[config.mk]
export PLATFORM = sky130hd
export DESIGN_NAME = tcw_rq
export DESIGN_NICKNAME = d
export VERILOG_FILES = /design/src/rtl/tcw_pkg.sv /design/src/rtl/tcw_rq.sv
export SDC_FILE = /design/constraint.sdc
export NUM_CORES = 1
export LEC_CHECK = 0
export BUFFER_PORTS_ARGS = -buffer_cell sky130_fd_sc_hd__buf_2
export CORE_UTILIZATION = 50
export DETAILED_ROUTE_END_ITERATION = 10
export PLACE_DENSITY = 0.82
export SLEW_MARGIN = 5
export SYNTH_ARGS = -nofsm -noshare
export SYNTH_HDL_FRONTEND = slang
export SYNTH_SLANG_ARGS = --single-unit
[constraint.sdc]
create_clock -name clk -period 5.45 [get_ports clk]
set_input_delay 0.2725 -clock clk [delete_from_list [all_inputs] [get_ports clk]]
set_output_delay 0.2725 -clock clk [all_outputs]
set_load 0.005 [all_outputs]
[src/rtl/tcw_pkg.sv]
// tcw_pkg: shared constants, op codes and transaction types for the text console writer.
// No dependencies; imported by every module of the block.
package tcw_pkg;

    // Screen geometry
    localparam int COLUMNS = 80;
    localparam int ROWS    = 25;
    localparam int CELLS   = ROWS * COLUMNS;
    localparam int ADDR_W  = $clog2(CELLS);

    // Field widths fixed by the port list
    localparam int ROW_W  = 5;
    localparam int COL_W  = 7;
    localparam int CH_W   = 8;
    localparam int CELL_W = 16;
    localparam int REQ_W  = 2;

    // Queue depths, powers of two
    localparam int CQ_DEPTH = 2;
    localparam int CQ_PTR_W = $clog2(CQ_DEPTH);
    localparam int CQ_CNT_W = $clog2(CQ_DEPTH + 1);
    localparam int RQ_DEPTH = 2;
    localparam int RQ_PTR_W = $clog2(RQ_DEPTH);
    localparam int RQ_CNT_W = $clog2(RQ_DEPTH + 1);

    // Characters and attributes
    localparam logic [CH_W-1:0] CH_NEWLINE   = 8'd10;
    localparam logic [CH_W-1:0] CH_BACKSPACE = 8'd8;
    localparam logic [CH_W-1:0] CH_SPACE     = 8'h20;
    localparam logic [CH_W-1:0] RESET_ATTR   = 8'h0F;

    // Request codes on the input channel
    localparam logic [REQ_W-1:0] REQ_PUT   = 2'd0;
    localparam logic [REQ_W-1:0] REQ_CLEAR = 2'd1;
    localparam logic [REQ_W-1:0] REQ_READ  = 2'd2;

    // Internal command codes after classification
    typedef enum logic [2:0] {
        OP_PUT,
        OP_NEWLINE,
        OP_BACKSPACE,
        OP_CLEAR,
        OP_READ,
        OP_NOP
    } op_t;

    typedef struct packed {
        op_t              op;
        logic [CH_W-1:0]  ch;
        logic [ROW_W-1:0] row;
        logic [COL_W-1:0] col;
    } cmd_t;

    typedef struct packed {
        logic [CELL_W-1:0] cell_data;
        logic [ROW_W-1:0]  line;
        logic [COL_W-1:0]  col;
    } res_t;

endpackage

[src/rtl/tcw_rq.sv]
// tcw_rq: result queue between the engine and the output channel.
// Depends on tcw_pkg.
module tcw_rq
    import tcw_pkg::*;
(
    input  logic  clk,
    input  logic  rst_n,
    input  logic  res_push,
    input  res_t  res_entry,
    output logic  res_full,
    output logic  empty,
    input  logic  pop,
    output res_t  head
);

    res_t                 q_reg [RQ_DEPTH];
    logic [RQ_PTR_W-1:0]  wr_ptr_reg, wr_ptr_next;
    logic [RQ_PTR_W-1:0]  rd_ptr_reg, rd_ptr_next;
    logic [RQ_CNT_W-1:0]  cnt_reg, cnt_next;
    logic                 do_push;
    logic                 do_pop;

    assign res_full = (cnt_reg == RQ_CNT_W'(RQ_DEPTH));
    assign empty    = (cnt_reg == '0);
    assign head     = q_reg[rd_ptr_reg];
    assign do_push  = res_push && !res_full;
    assign do_pop   = pop && !empty;

    always_comb
    begin
        wr_ptr_next = do_push ? wr_ptr_reg + 1'b1 : wr_ptr_reg;
        rd_ptr_next = do_pop  ? rd_ptr_reg + 1'b1 : rd_ptr_reg;
        cnt_next    = cnt_reg;
        if (do_push && !do_pop)
            cnt_next = cnt_reg + 1'b1;
        else if (do_pop && !do_push)
            cnt_next = cnt_reg - 1'b1;
    end

    always_ff @(posedge clk or negedge rst_n)
    begin
        if (!rst_n)
        begin
            wr_ptr_reg <= '0;
            rd_ptr_reg <= '0;
            cnt_reg    <= '0;
        end
        else
        begin
            wr_ptr_reg <= wr_ptr_next;
            rd_ptr_reg <= rd_ptr_next;
            cnt_reg    <= cnt_next;
        end
    end

    always_ff @(posedge clk)
    begin
        if (do_push)
            q_reg[wr_ptr_reg] <= res_entry;
    end

endmodule

Word level (Yosys, flattened, before mapping). Memories as Yosys holds them, arrays and structs flattened. Index checks and enable logic that the tools add are counted.

$add $sub $neg: 4. Equality and inequality tests: 1. Mux-type cells: 4. Reduce and logical (&&, ||, !) cells: 10.

Operators by type and width (number): 1-bit logical AND (4); 1-bit logical NOT (4); 2-bit two-way mux (2); 1-bit adder (second input constant) (2); 2-bit by 1-bit adder with 2-bit output (second input constant) (1); 2-bit equality test (second input constant) (1); 2-bit logical NOT (1); 1-bit two-way mux (2); 2-bit nonzero test (1); 2-bit by 1-bit subtractor with 2-bit output (second input constant) (1).

Flip-flop bits (word level): 4. Bits in writable memories: 56. Bits of input ports: 32. Output and inout bits: 30. Logic and storage cells: 23. Memories: 1.

Memory list: q_reg (words 2, width 28, read ports 1, clocked after Yosys merged registers in 0, wr ports 1, line tcw_rq.sv:16) `res_t q_reg [RQ_DEPTH];`.

Longest topological paths before layout.
Depth after elaboration: 7. Mapped depth: 7.

Worst setup path after synthesis. Ideal clock, no wire load.

Path kind: flip-flop to flip-flop. From: register cnt_reg[0]. To: memory q_reg[0][0] (netlist name), enable pin. Data arrival time: 1839 ps. Path slack: 3199 ps. Cell stages (with the launch flop): 4. Period minus slack after synthesis: 2251 ps. Cells stage by stage: dfrtp_1 > nand2b_1 > nand2_1 > nor2_1.

Cells in the longest elaborated chain, start to end: 5.

Ends and longest elaborated chain: from (decl) (line tcw_rq.sv:19) `logic [RQ_CNT_W-1:0] cnt_reg, cnt_next;`; from (signal assigned) (line tcw_rq.sv:52) `cnt_reg <= cnt_next;`; 2-bit equality test (line tcw_rq.sv:23) `assign res_full = (cnt_reg == RQ_CNT_W'(RQ_DEPTH));`; 1-bit logical NOT (line tcw_rq.sv:26) `assign do_push = res_push && !res_full;`; 1-bit logical AND (line tcw_rq.sv:26); 1-bit two-way mux (line tcw_rq.sv:58) `if (do_push)`; 1-bit two-way mux (implied by the code) (line tcw_rq.sv:59) `q_reg[wr_ptr_reg] <= res_entry;`; to (decl) (line tcw_rq.sv:16).

Every way passes these cells.

==> impl_metrics.toml <==
[cells_and_area]
drive_above_1_share = 0.5683
largest_register_ffs = 56
nFillCells = 304
nets = 212
final_cell_mix = "buf_2 (61), edfxtp_1 (56), mux2_2 (18)"
multi_input_area_um2 = 444.2
area_delta_synth_final_pct = 24.09
stdcell_area_um2 = 2810
final_common_cell = "buf_2"
diodes = 0
seqCellArea_um2 = 1782

[sta]
hold_violations = 0
tightest_slew_ns = 0.5423
fin_skew_ns = 0.005794
rsz0062_at_grt = "no"
min_period_over_period = 0.3360
max-slew-margin-rel = 0.6385
fin_crit_ns = 1.831
fin_ws_ns = 3.619
setup_tns_ns = 0
drv_slew = 0
whs_ns = 0.1339
setup_viol = 0
max_freq_ghz = 0.5461

[yosys]
synth_seq_cells = 60
synth_cell_types = 16
seq_area_frac_synth = 0.7867
synthesis.area_um2 = 2265
synth_nets = 139
syn-mean-instance-area_um2 = 21.36
netlist_instances = 106
ys_warn_count = 0

[critical_path]
cp-start-kind = "flip-flop"
cp_num_buf_inv = 2
slowest_stage = "mux2_2"
crit_family = "buffers and inverters"
crit_required_ns = 5.18
slowest_delay_ns = 0.40
worst-path-max-fanout = 29
crit_chain = "buf_4 > mux2_2 > buf_2"
end_kind = "primary output"
critPathArrivalTime_ns = 1.56
worst-setup-path-type = "reg -> out"

[die]
row_count = 24
fp.dieW_um = 69.30
fp.dieH_um = 69.30
core_um2 = 4354
start_util = 0.5201
die_area_um2 = 4802
pin_count = 62

[detailed_routing]
viasPerCell = 5.089
firstDrtPassIters = 4
ant_nets = 0
routedWlPerCell_um = 15.65
routed_wirelength_um = 3677
vias = 1196
drt_iter0_drc = 93
drcViolationCount = 0

[job]
drv_cap = 0

[clock_network]
clkSinkCount = 60
cts_made_buffers = 9
htree_levels = 3
tritoncts = "done"
cts-root-buf = "clkbuf_8"
clk_path_buf_depth = 2
cts.clk_slew.worst_paths_ns = 0.06
post-cts-setup-buffer-count = 0
clk-insertion-delay-late_ns = 0.33

[place]
place_hpwl_um = 2511
dp_slack_ns = 3.597
dpl_cell_area_um2 = 2626
port-buffer-count = 61
gp_congestion = 0.7092

[power_and_ir_drop]
power_density_nw_per_um2 = 518.4
p_leak_nw = 1.125
vdd_ir_drop_max_v = 0.0003955

[grt]
overflow = 0
grt_first_pass_wirelength_um = 6058
antenna_found_initial = 0
grt_pass1_vias = 1289
track_usage = 0.1718
grt_max_degree = 30

[min_path]
hold_path.class = "in -> reg"

[run_status]
status = "complete, no violations"
[layout make-up]
class | count | share of cell area
clock buffers | 12 | 0.04809
clock inverters | 3 | 0.01380
inverters | 2 | 0.002671
multi-input cells | 41 | 0.1581
flip-flops and latches | 60 | 0.6340
well taps | 52 | 0.02315
repair buffers | 65 | 0.1202
[layer usage]
| layer | GRT usage | wire [um] | vias to the layer above |
|---|---|---|---|
| li1 | - | - | 552 |
| met1 | 0.2082 | 1548 | 571 |
| met2 | 0.2578 | 1730 | 65 |
| met3 | 0.07122 | 319 | 8 |
| met4 | 0.1020 | 78 | 0 |
| met5 | 0 | 0 | - |
[what timing repair did]
| item | in CTS | in global routing |
|---|---|---|
| resized for setup | 0 | 0 |
| hold buffers | 1 | 0 |
| endpoints found under the hold margin | 4 | 0 |
[per-stage QoR]
step | utilization | power, mW | instances
3_5_place_dp | 0.6032 | 1.120 | 219
2_1_floorplan | - | 0.9673 | 106
5_1_grt | 0.6454 | 1.535 | 235
6_report | 0.6454 | 1.457 | 235
4_1_cts | 0.6454 | 1.481 | 235
3_3_place_gp | 0.6032 | 1.096 | 219
[synthesized netlist by cell type (all sizes together)]
library cell  count  area (um^2)
buf               3        33.78
dfrtp             4        100.1
inv               2        7.510
nand2             1        3.750
nor2              3        11.26
mux2             28        352.8
o21ai             1        5.000
ha                1        12.51
xor2              2        17.52
xnor2             3        26.28
and3              1        6.260
edfxtp           56         1682
nand2b            1        6.260
[report_power, final]
part | total, mW | switching (mW) | leakage [nW] | internal [mW]
clock network | 0.356 | 0.149 | 0.0879 | 0.207
logic | 0.433 | 0.205 | 0.470 | 0.228
registers | 0.668 | 0.0343 | 0.567 | 0.634
total | 1.46 | 0.388 | 1.12 | 1.07
[cells by family (layout without fill, tap and decap cells)]
| group | Yosys count | count (layout) | share of synthesized area |
|---|---|---|---|
| adder cells (fa/ha/maj) | 1 | 1 | 0.005524 |
| flip-flops | 60 | 60 | 0.7867 |
| AND/OR/NAND/NOR | 6 | 6 | 0.01216 |
| multiplexers | 28 | 28 | 0.1558 |
| AO/OA/AOI/OAI | 1 | 1 | 0.002208 |
| buffers and inverters | 5 | 82 | 0.01823 |
| XOR/XNOR | 5 | 5 | 0.01934 |
[path summary, 6_finish.rpt]
| check | startpoint | endpoint | slack, ns | cells after the start |
|---|---|---|---|---|
| hold / removal | res_entry[0] | q_reg[1][0] | 0.13 | 1 |
| setup / recovery | rd_ptr_reg | head[14] | 3.62 | 3 |
| hold reg to reg | wr_ptr_reg | wr_ptr_reg | 0.52 | 1 |
| max in group asynchronous | rst_n | rd_ptr_reg | 5.02 | 2 |
| min in group asynchronous | rst_n | cnt_reg[1] | 0.31 | 2 |
| setup reg to reg | cnt_reg[0] | q_reg[0][18] | 3.65 | 4 |
(Power assumes the default switching activity.)
