## src/rtl/tcw_pkg.sv

```systemverilog
// tcw_pkg: shared constants, op codes and transaction types for the text console writer.
// No dependencies; imported by every module of the block.
package tcw_pkg;

    // Screen geometry
    localparam int COLUMNS = 80;
    localparam int ROWS    = 25;
    localparam int CELLS   = ROWS * COLUMNS;
    localparam int ADDR_W  = $clog2(CELLS);

    // Field widths fixed by the port list
    localparam int ROW_W  = 5;
    localparam int COL_W  = 7;
    localparam int CH_W   = 8;
    localparam int CELL_W = 16;
    localparam int REQ_W  = 2;

    // Queue depths, powers of two
    localparam int CQ_DEPTH = 2;
    localparam int CQ_PTR_W = $clog2(CQ_DEPTH);
    localparam int CQ_CNT_W = $clog2(CQ_DEPTH + 1);
    localparam int RQ_DEPTH = 2;
    localparam int RQ_PTR_W = $clog2(RQ_DEPTH);
    localparam int RQ_CNT_W = $clog2(RQ_DEPTH + 1);

    // Characters and attributes
    localparam logic [CH_W-1:0] CH_NEWLINE   = 8'd10;
    localparam logic [CH_W-1:0] CH_BACKSPACE = 8'd8;
    localparam logic [CH_W-1:0] CH_SPACE     = 8'h20;
    localparam logic [CH_W-1:0] RESET_ATTR   = 8'h0F;

    // Request codes on the input channel
    localparam logic [REQ_W-1:0] REQ_PUT   = 2'd0;
    localparam logic [REQ_W-1:0] REQ_CLEAR = 2'd1;
    localparam logic [REQ_W-1:0] REQ_READ  = 2'd2;

    // Internal command codes after classification
    typedef enum logic [2:0] {
        OP_PUT,
        OP_NEWLINE,
        OP_BACKSPACE,
        OP_CLEAR,
        OP_READ,
        OP_NOP
    } op_t;

    typedef struct packed {
        op_t              op;
        logic [CH_W-1:0]  ch;
        logic [ROW_W-1:0] row;
        logic [COL_W-1:0] col;
    } cmd_t;

    typedef struct packed {
        logic [CELL_W-1:0] cell_data;
        logic [ROW_W-1:0]  line;
        logic [COL_W-1:0]  col;
    } res_t;

endpackage

```

## src/rtl/tcw_front.sv

```systemverilog
// tcw_front: input side. Classifies requests and holds them in a short command queue.
// Depends on tcw_pkg.
module tcw_front
    import tcw_pkg::*;
(
    input  logic              clk,
    input  logic              rst_n,
    input  logic              push,
    output logic              full,
    input  logic [REQ_W-1:0]  req_type,
    input  logic [CH_W-1:0]   char_code,
    input  logic [ROW_W-1:0]  read_row,
    input  logic [COL_W-1:0]  read_col,
    input  logic              eng_init,
    output logic              cmd_valid,
    output cmd_t              cmd,
    input  logic              cmd_take
);

    cmd_t                 q_reg [CQ_DEPTH];
    logic [CQ_PTR_W-1:0]  wr_ptr_reg, wr_ptr_next;
    logic [CQ_PTR_W-1:0]  rd_ptr_reg, rd_ptr_next;
    logic [CQ_CNT_W-1:0]  cnt_reg, cnt_next;
    cmd_t                 in_cmd;
    logic                 do_push;
    logic                 do_pop;

    always_comb
    begin
        in_cmd.ch  = char_code;
        in_cmd.row = read_row;
        in_cmd.col = read_col;
        unique case (req_type)
            REQ_PUT:
            begin
                if (char_code == CH_NEWLINE)
                    in_cmd.op = OP_NEWLINE;
                else if (char_code == CH_BACKSPACE)
                    in_cmd.op = OP_BACKSPACE;
                else
                    in_cmd.op = OP_PUT;
            end
            REQ_CLEAR: in_cmd.op = OP_CLEAR;
            REQ_READ:
            begin
                // reads off the grid return zero, same as an unused code
                if (int'(read_row) < ROWS && int'(read_col) < COLUMNS)
                    in_cmd.op = OP_READ;
                else
                    in_cmd.op = OP_NOP;
            end
            default: in_cmd.op = OP_NOP;
        endcase
    end

    // nothing is taken while the screen is being blanked after reset
    assign full      = eng_init || (cnt_reg == CQ_CNT_W'(CQ_DEPTH));
    assign do_push   = push && !full;
    assign cmd_valid = (cnt_reg != '0);
    assign cmd       = q_reg[rd_ptr_reg];
    assign do_pop    = cmd_take && cmd_valid;

    always_comb
    begin
        wr_ptr_next = do_push ? wr_ptr_reg + 1'b1 : wr_ptr_reg;
        rd_ptr_next = do_pop  ? rd_ptr_reg + 1'b1 : rd_ptr_reg;
        cnt_next    = cnt_reg;
        if (do_push && !do_pop)
            cnt_next = cnt_reg + 1'b1;
        else if (do_pop && !do_push)
            cnt_next = cnt_reg - 1'b1;
    end

    always_ff @(posedge clk or negedge rst_n)
    begin
        if (!rst_n)
        begin
            wr_ptr_reg <= '0;
            rd_ptr_reg <= '0;
            cnt_reg    <= '0;
        end
        else
        begin
            wr_ptr_reg <= wr_ptr_next;
            rd_ptr_reg <= rd_ptr_next;
            cnt_reg    <= cnt_next;
        end
    end

    always_ff @(posedge clk)
    begin
        if (do_push)
            q_reg[wr_ptr_reg] <= in_cmd;
    end

endmodule

```

## config.mk

```make
export PLATFORM = sky130hd
export DESIGN_NAME = tcw_front
export DESIGN_NICKNAME = d
export VERILOG_FILES = /design/src/rtl/tcw_pkg.sv /design/src/rtl/tcw_front.sv
export SDC_FILE = /design/constraint.sdc
export NUM_CORES = 1
export LEC_CHECK = 0
export BUFFER_PORTS_ARGS = -buffer_cell sky130_fd_sc_hd__buf_2
export CAP_MARGIN = 10
export CORE_MARGIN = 2
export CORE_UTILIZATION = 47
export DETAILED_ROUTE_END_ITERATION = 8
export PLACE_DENSITY = 0.73
export SLEW_MARGIN = 20
export SYNTH_ARGS = -nofsm -noshare
export SYNTH_HDL_FRONTEND = slang
export SYNTH_SLANG_ARGS = --single-unit
```

## constraint.sdc

```tcl
create_clock -name clk -period 2.1 [get_ports clk]
set_input_delay 0.21 -clock clk [delete_from_list [all_inputs] [get_ports clk]]
set_output_delay 0.21 -clock clk [all_outputs]
set_load 0.02 [all_outputs]
```

Word level (Yosys, flattened, before mapping)
Memory sizes are Yosys's and may differ from the RTL's. Index checks and enable logic that the tools add are counted.

Mux-type cells: 8. Reductions and logical operators: 12. Magnitude comparators: 2. Add/subtract/negate cells: 4. Equality and inequality tests: 5.

Operators with widths (count): 8-bit by 4-bit equality test with 1-bit output (second input constant) (2); 3-bit case mux with 3 select lines (1); 2-bit 2-to-1 mux (4); 7-bit less-than comparator (second input constant) (1); 1-bit logical AND (5); 5-bit less-than comparator (second input constant) (1); 2-bit equality test (second input constant) (2); 2-bit nonzero test (2); 1-bit zero test (3); 1-bit 2-to-1 mux (3); 1-bit adder (second input constant) (2); 2-bit by 1-bit adder with 2-bit output (second input constant) (1); 2-bit by 1-bit equality test with 1-bit output (second input constant) (1); 2-bit zero test (1); 2-bit by 1-bit subtractor with 2-bit output (second input constant) (1); 1-bit logical OR (1).

Word-level logic and storage cells: 35. Input port bits: 27. Memories kept: 1. Output and inout port bits: 25. Register bits after elaboration: 4. Memory bits (writable): 46.

Memories: q_reg (depth 2, bits a word 23, read ports 1, clocked after Yosys merged registers in 0, write ports 1, line tcw_front.sv:20) `cmd_t q_reg [CQ_DEPTH];`.

Logic depth before layout (Yosys ltp)
Word-level depth: 8. Mapped depth: 7. Mapped depth without buffers: 7.

Worst setup path after synthesis
Ideal clock, no wire load.

Path kind: register to register. Start point: reg cnt_reg[1]. End point: mem q_reg[0][0] in the netlist's numbering (enable). Data arrival time: 1.588 ns. Setup time: 0.403 ns. Clock period less this slack: 1.990 ns. Cell stages (with the launch flop): 4. Required time: 1.697 ns. Buffers on the path: 0. Path slack: 0.110 ns. Path through: dfrtp_1 inv_1 o211ai_1 nor2_1.

Cells in the longest elaborated chain, start to end: 6.

Ends and longest elaborated chain: start, declared (line tcw_front.sv:23) `logic [CQ_CNT_W-1:0] cnt_reg, cnt_next;`; start signal, assigned (line tcw_front.sv:86) `cnt_reg <= cnt_next;`; 2-bit equality test (line tcw_front.sv:57) `assign full = eng_init || (cnt_reg == CQ_CNT_W'(CQ_DEPTH));`; 1-bit logical OR (line tcw_front.sv:57); 1-bit zero test (line tcw_front.sv:58) `assign do_push = push && !full;`; 1-bit logical AND (line tcw_front.sv:58); 1-bit 2-to-1 mux (line tcw_front.sv:92) `if (do_push)`; 1-bit 2-to-1 mux (not written as such) (line tcw_front.sv:93) `q_reg[wr_ptr_reg] <= in_cmd;`; end, declared (line tcw_front.sv:20).

No other way between the ends.

==> results.yml <==
logic_synthesis:
  synth_warnings: 0
  syn_nets: 133
  ys_ff_latch: 50
  ys_types: 23
  syn_area_um2: 2040
  synthesis.area_per_instance_um2: 19.4
  netlist_instances: 105
  synth.yosys.seq_area_share_pct: 72.5
clock_network:
  clk_pin_slew_ns: 0.09
  cts_buffer_depth: 2
  cts_tree: "yes"
  htreeDepth: 2
  numCtsBuffers: 5
  root_buffer: "clkbuf_8"
  cts_sinks: 50
  cts_resized: 0
  insertion_delay_ns: 0.30
global_route:
  antenna_found_initial: 0
  grt_overflow_total: 0
  grt_max_degree: 19
  globalRouteTotalUtil_pct: 14.6
  grt_pass1_wl_um: 5420
  grt_pass1_vias: 1183
sta:
  tns_ns: 0
  fmax_mhz: 584
  rsz0062_at_grt: "false"
  fin_crit_ns: 1.71
  hold_viol: 0
  worst_slew_pin_slew_ns: 0.454
  setup_viol: 0
  finalWorstSetupSlack_ns: 0.387
  timing.final.crit_share_pct: 81.6
  slew_violations: 0
  skew_ns: 0.0105
  maxSlewHeadroom_pct: 69.7
final_layout:
  largest_register_ffs: 46
  antennaDiodeCount: 0
  final_nets: 194
  drive_above_1_share_pct: 54.5
  area_growth_syn_to_layout_pct: 21.0
  n_fill_cell: 331
  fin_cells: 217
placed_design:
  post-place-cells: 208
  hpwl_um: 2520
  io_buffers: 51
  dpl_worst_slack_ns: 0.454
  finalWeightedCongestion: 0.720
floorplanning:
  dieArea_um2: 4890
  die_x_um: 69.9
  chipHeight_um: 69.9
  ios: 52
  core_um2: 4090
  rows: 23
  start_util_pct: 50.0
drt:
  drc: 0
  vias: 1080
  drt_wl_total_um: 3450
  postRouteAntennaNets: 0
  drt_iter0_drc: 85
  vias_per_cell: 4.98
  firstDrtPassIters: 4
  routedWlPerCell_um: 15.9
power:
  p_per_area_nw_per_um2: 1200
  ir_drop_uv: 848
  power_leakage_nw: 1.00
min_path:
  hp-class: "in -> reg"
run_status:
  outcome: "completed"
critical_path:
  crit_path_end_kind: "primary output"
  critPathMaxFanout: 18
  required_ns: 1.89
  startpoint_type: "flop"
  crit_type: "reg -> out"
  cp.arrival_ns: 1.50
job:
  cap_violations: 0
==> final timing paths <==
kind | slack [ns] | start | endpoint | depth (start not counted)
max in group asynchronous | 1.72 | rst_n | rd_ptr_reg$_DFFE_PN0P_ | 2
hold reg to reg | 0.54 | wr_ptr_reg$_DFFE_PN0P_ | wr_ptr_reg$_DFFE_PN0P_ | 1
setup reg to reg | 0.47 | cnt_reg[1]$_DFFE_PN0P_ | q_reg[1][19]$_DFFE_PP_ | 4
setup / recovery | 0.39 | rd_ptr_reg$_DFFE_PN0P_ | cmd[11] | 3
min in group asynchronous | 0.26 | rst_n | cnt_reg[0]$_DFFE_PN0P_ | 2
hold / removal | 0.09 | read_col[3] | q_reg[0][3]$_DFFE_PP_ | 1
==> layout make-up <==
cell class                 count  area [µm²]  share of cell area, %
tap                           50        62.6                   2.53
clock buffer                   5        68.8                   2.79
multi-input combinational     46         507                   20.5
clock inverter                 3        21.3                  0.861
timing repair buffer          58         310                   12.6
sequential                    50        1480                   60.0
inverter                       5        18.8                  0.760
==> logic make-up after synthesis <==
group                    after synthesis  synth area share (%)
flip-flops                            50                  72.5
AO/OA/AOI/OAI                          6                  2.08
adder cells (fa/ha/maj)                1                 0.613
AND/OR/NAND/NOR                       11                  3.68
buffers and inverters                  9                  2.76
XOR/XNOR                               5                  2.14
multiplexers                          23                  16.2
==> per-layer routing <==
layer / GRT usage, % / routed length, µm / part of all wire (%)
met5: 0 / 0 / 0
met2: 25.8 / 1840 / 53
met1: 16.5 / 1390 / 40
met3: 3.90 / 175 / 5.1
met4: 6.20 / 44 / 1.3
==> timing repair <==
item | CTS | global route
buffers inserted | 0 | 0
endpoints found under the hold margin | 4 | 0
hold buffers | 1 | 0
==> Yosys cell counts (all sizes together) <==
cell     n  area share, %
a21oi    1           0.24
a41oi    1           0.43
and3     1           0.31
and4b    1           0.49
buf      3            1.7
clkbuf   1           0.18
dfrtp    4            4.9
edfxtp  46             68
ha       1           0.61
inv      5           0.92
mux2    23             16
nand2    1           0.31
nand4    1           0.31
nor2     5           0.92
nor4     1            1.0
o211ai   1           0.37
o21a     1           0.37
o21ai    1           0.24
o311ai   1           0.43
or2      1           0.31
xnor2    4            1.7
xor2     1           0.43
==> metrics by stage <==
step	hold slack (ns)	total power, mW	area (µm²)	util [%]
floorplan	-0.0856	2.18	2040	-
global placement	0.0160	2.43	2370	58.0
detailed placement	0.0224	2.46	2370	58.0
CTS	0.0906	2.99	2470	60.4
global route	0.0780	3.11	2470	60.4
finish	0.0938	2.96	2470	60.4
==> placed cells by master (no fill, tap or decap) <==
cell type | netlist | layout
nor2_2 | 0 | 1
o21a_1 | 1 | 1
o311ai_0 | 1 | 1
and3_1 | 1 | 1
ha_1 | 1 | 1
a21oi_1 | 1 | 1
clkbuf_8 | 0 | 5
or2_1 | 1 | 1
clkinvlp_4 | 0 | 1
buf_2 | 0 | 51
buf_4 | 0 | 6
inv_1 | 5 | 5
nor4_4 | 1 | 1
nand2_2 | 1 | 1
and4b_1 | 1 | 1
a41oi_1 | 1 | 1
nor2_1 | 5 | 4
nand4_1 | 1 | 1
o21ai_0 | 1 | 1
edfxtp_1 | 46 | 46
dfrtp_1 | 4 | 4
clkinv_4 | 0 | 1
clkinv_2 | 0 | 1
o211ai_1 | 1 | 1
xor2_1 | 1 | 1
mux2_2 | 4 | 4
dlygate4sd3_1 | 0 | 1
mux2_4 | 19 | 19
xnor2_1 | 4 | 4
==> report_power, final <==
part	switching [mW]	internal, mW
logic	0.601	0.513
registers	0.0583	1.25
clock network	0.304	0.234
total	0.964	2.00
==> critical path, stage by stage (launching register included) <==
cell     delay, ns
dfrtp_1       0.35
buf_4         0.32
mux2_2        0.38
buf_2         0.16
Note: power is estimated with default switching activity, not from simulation.
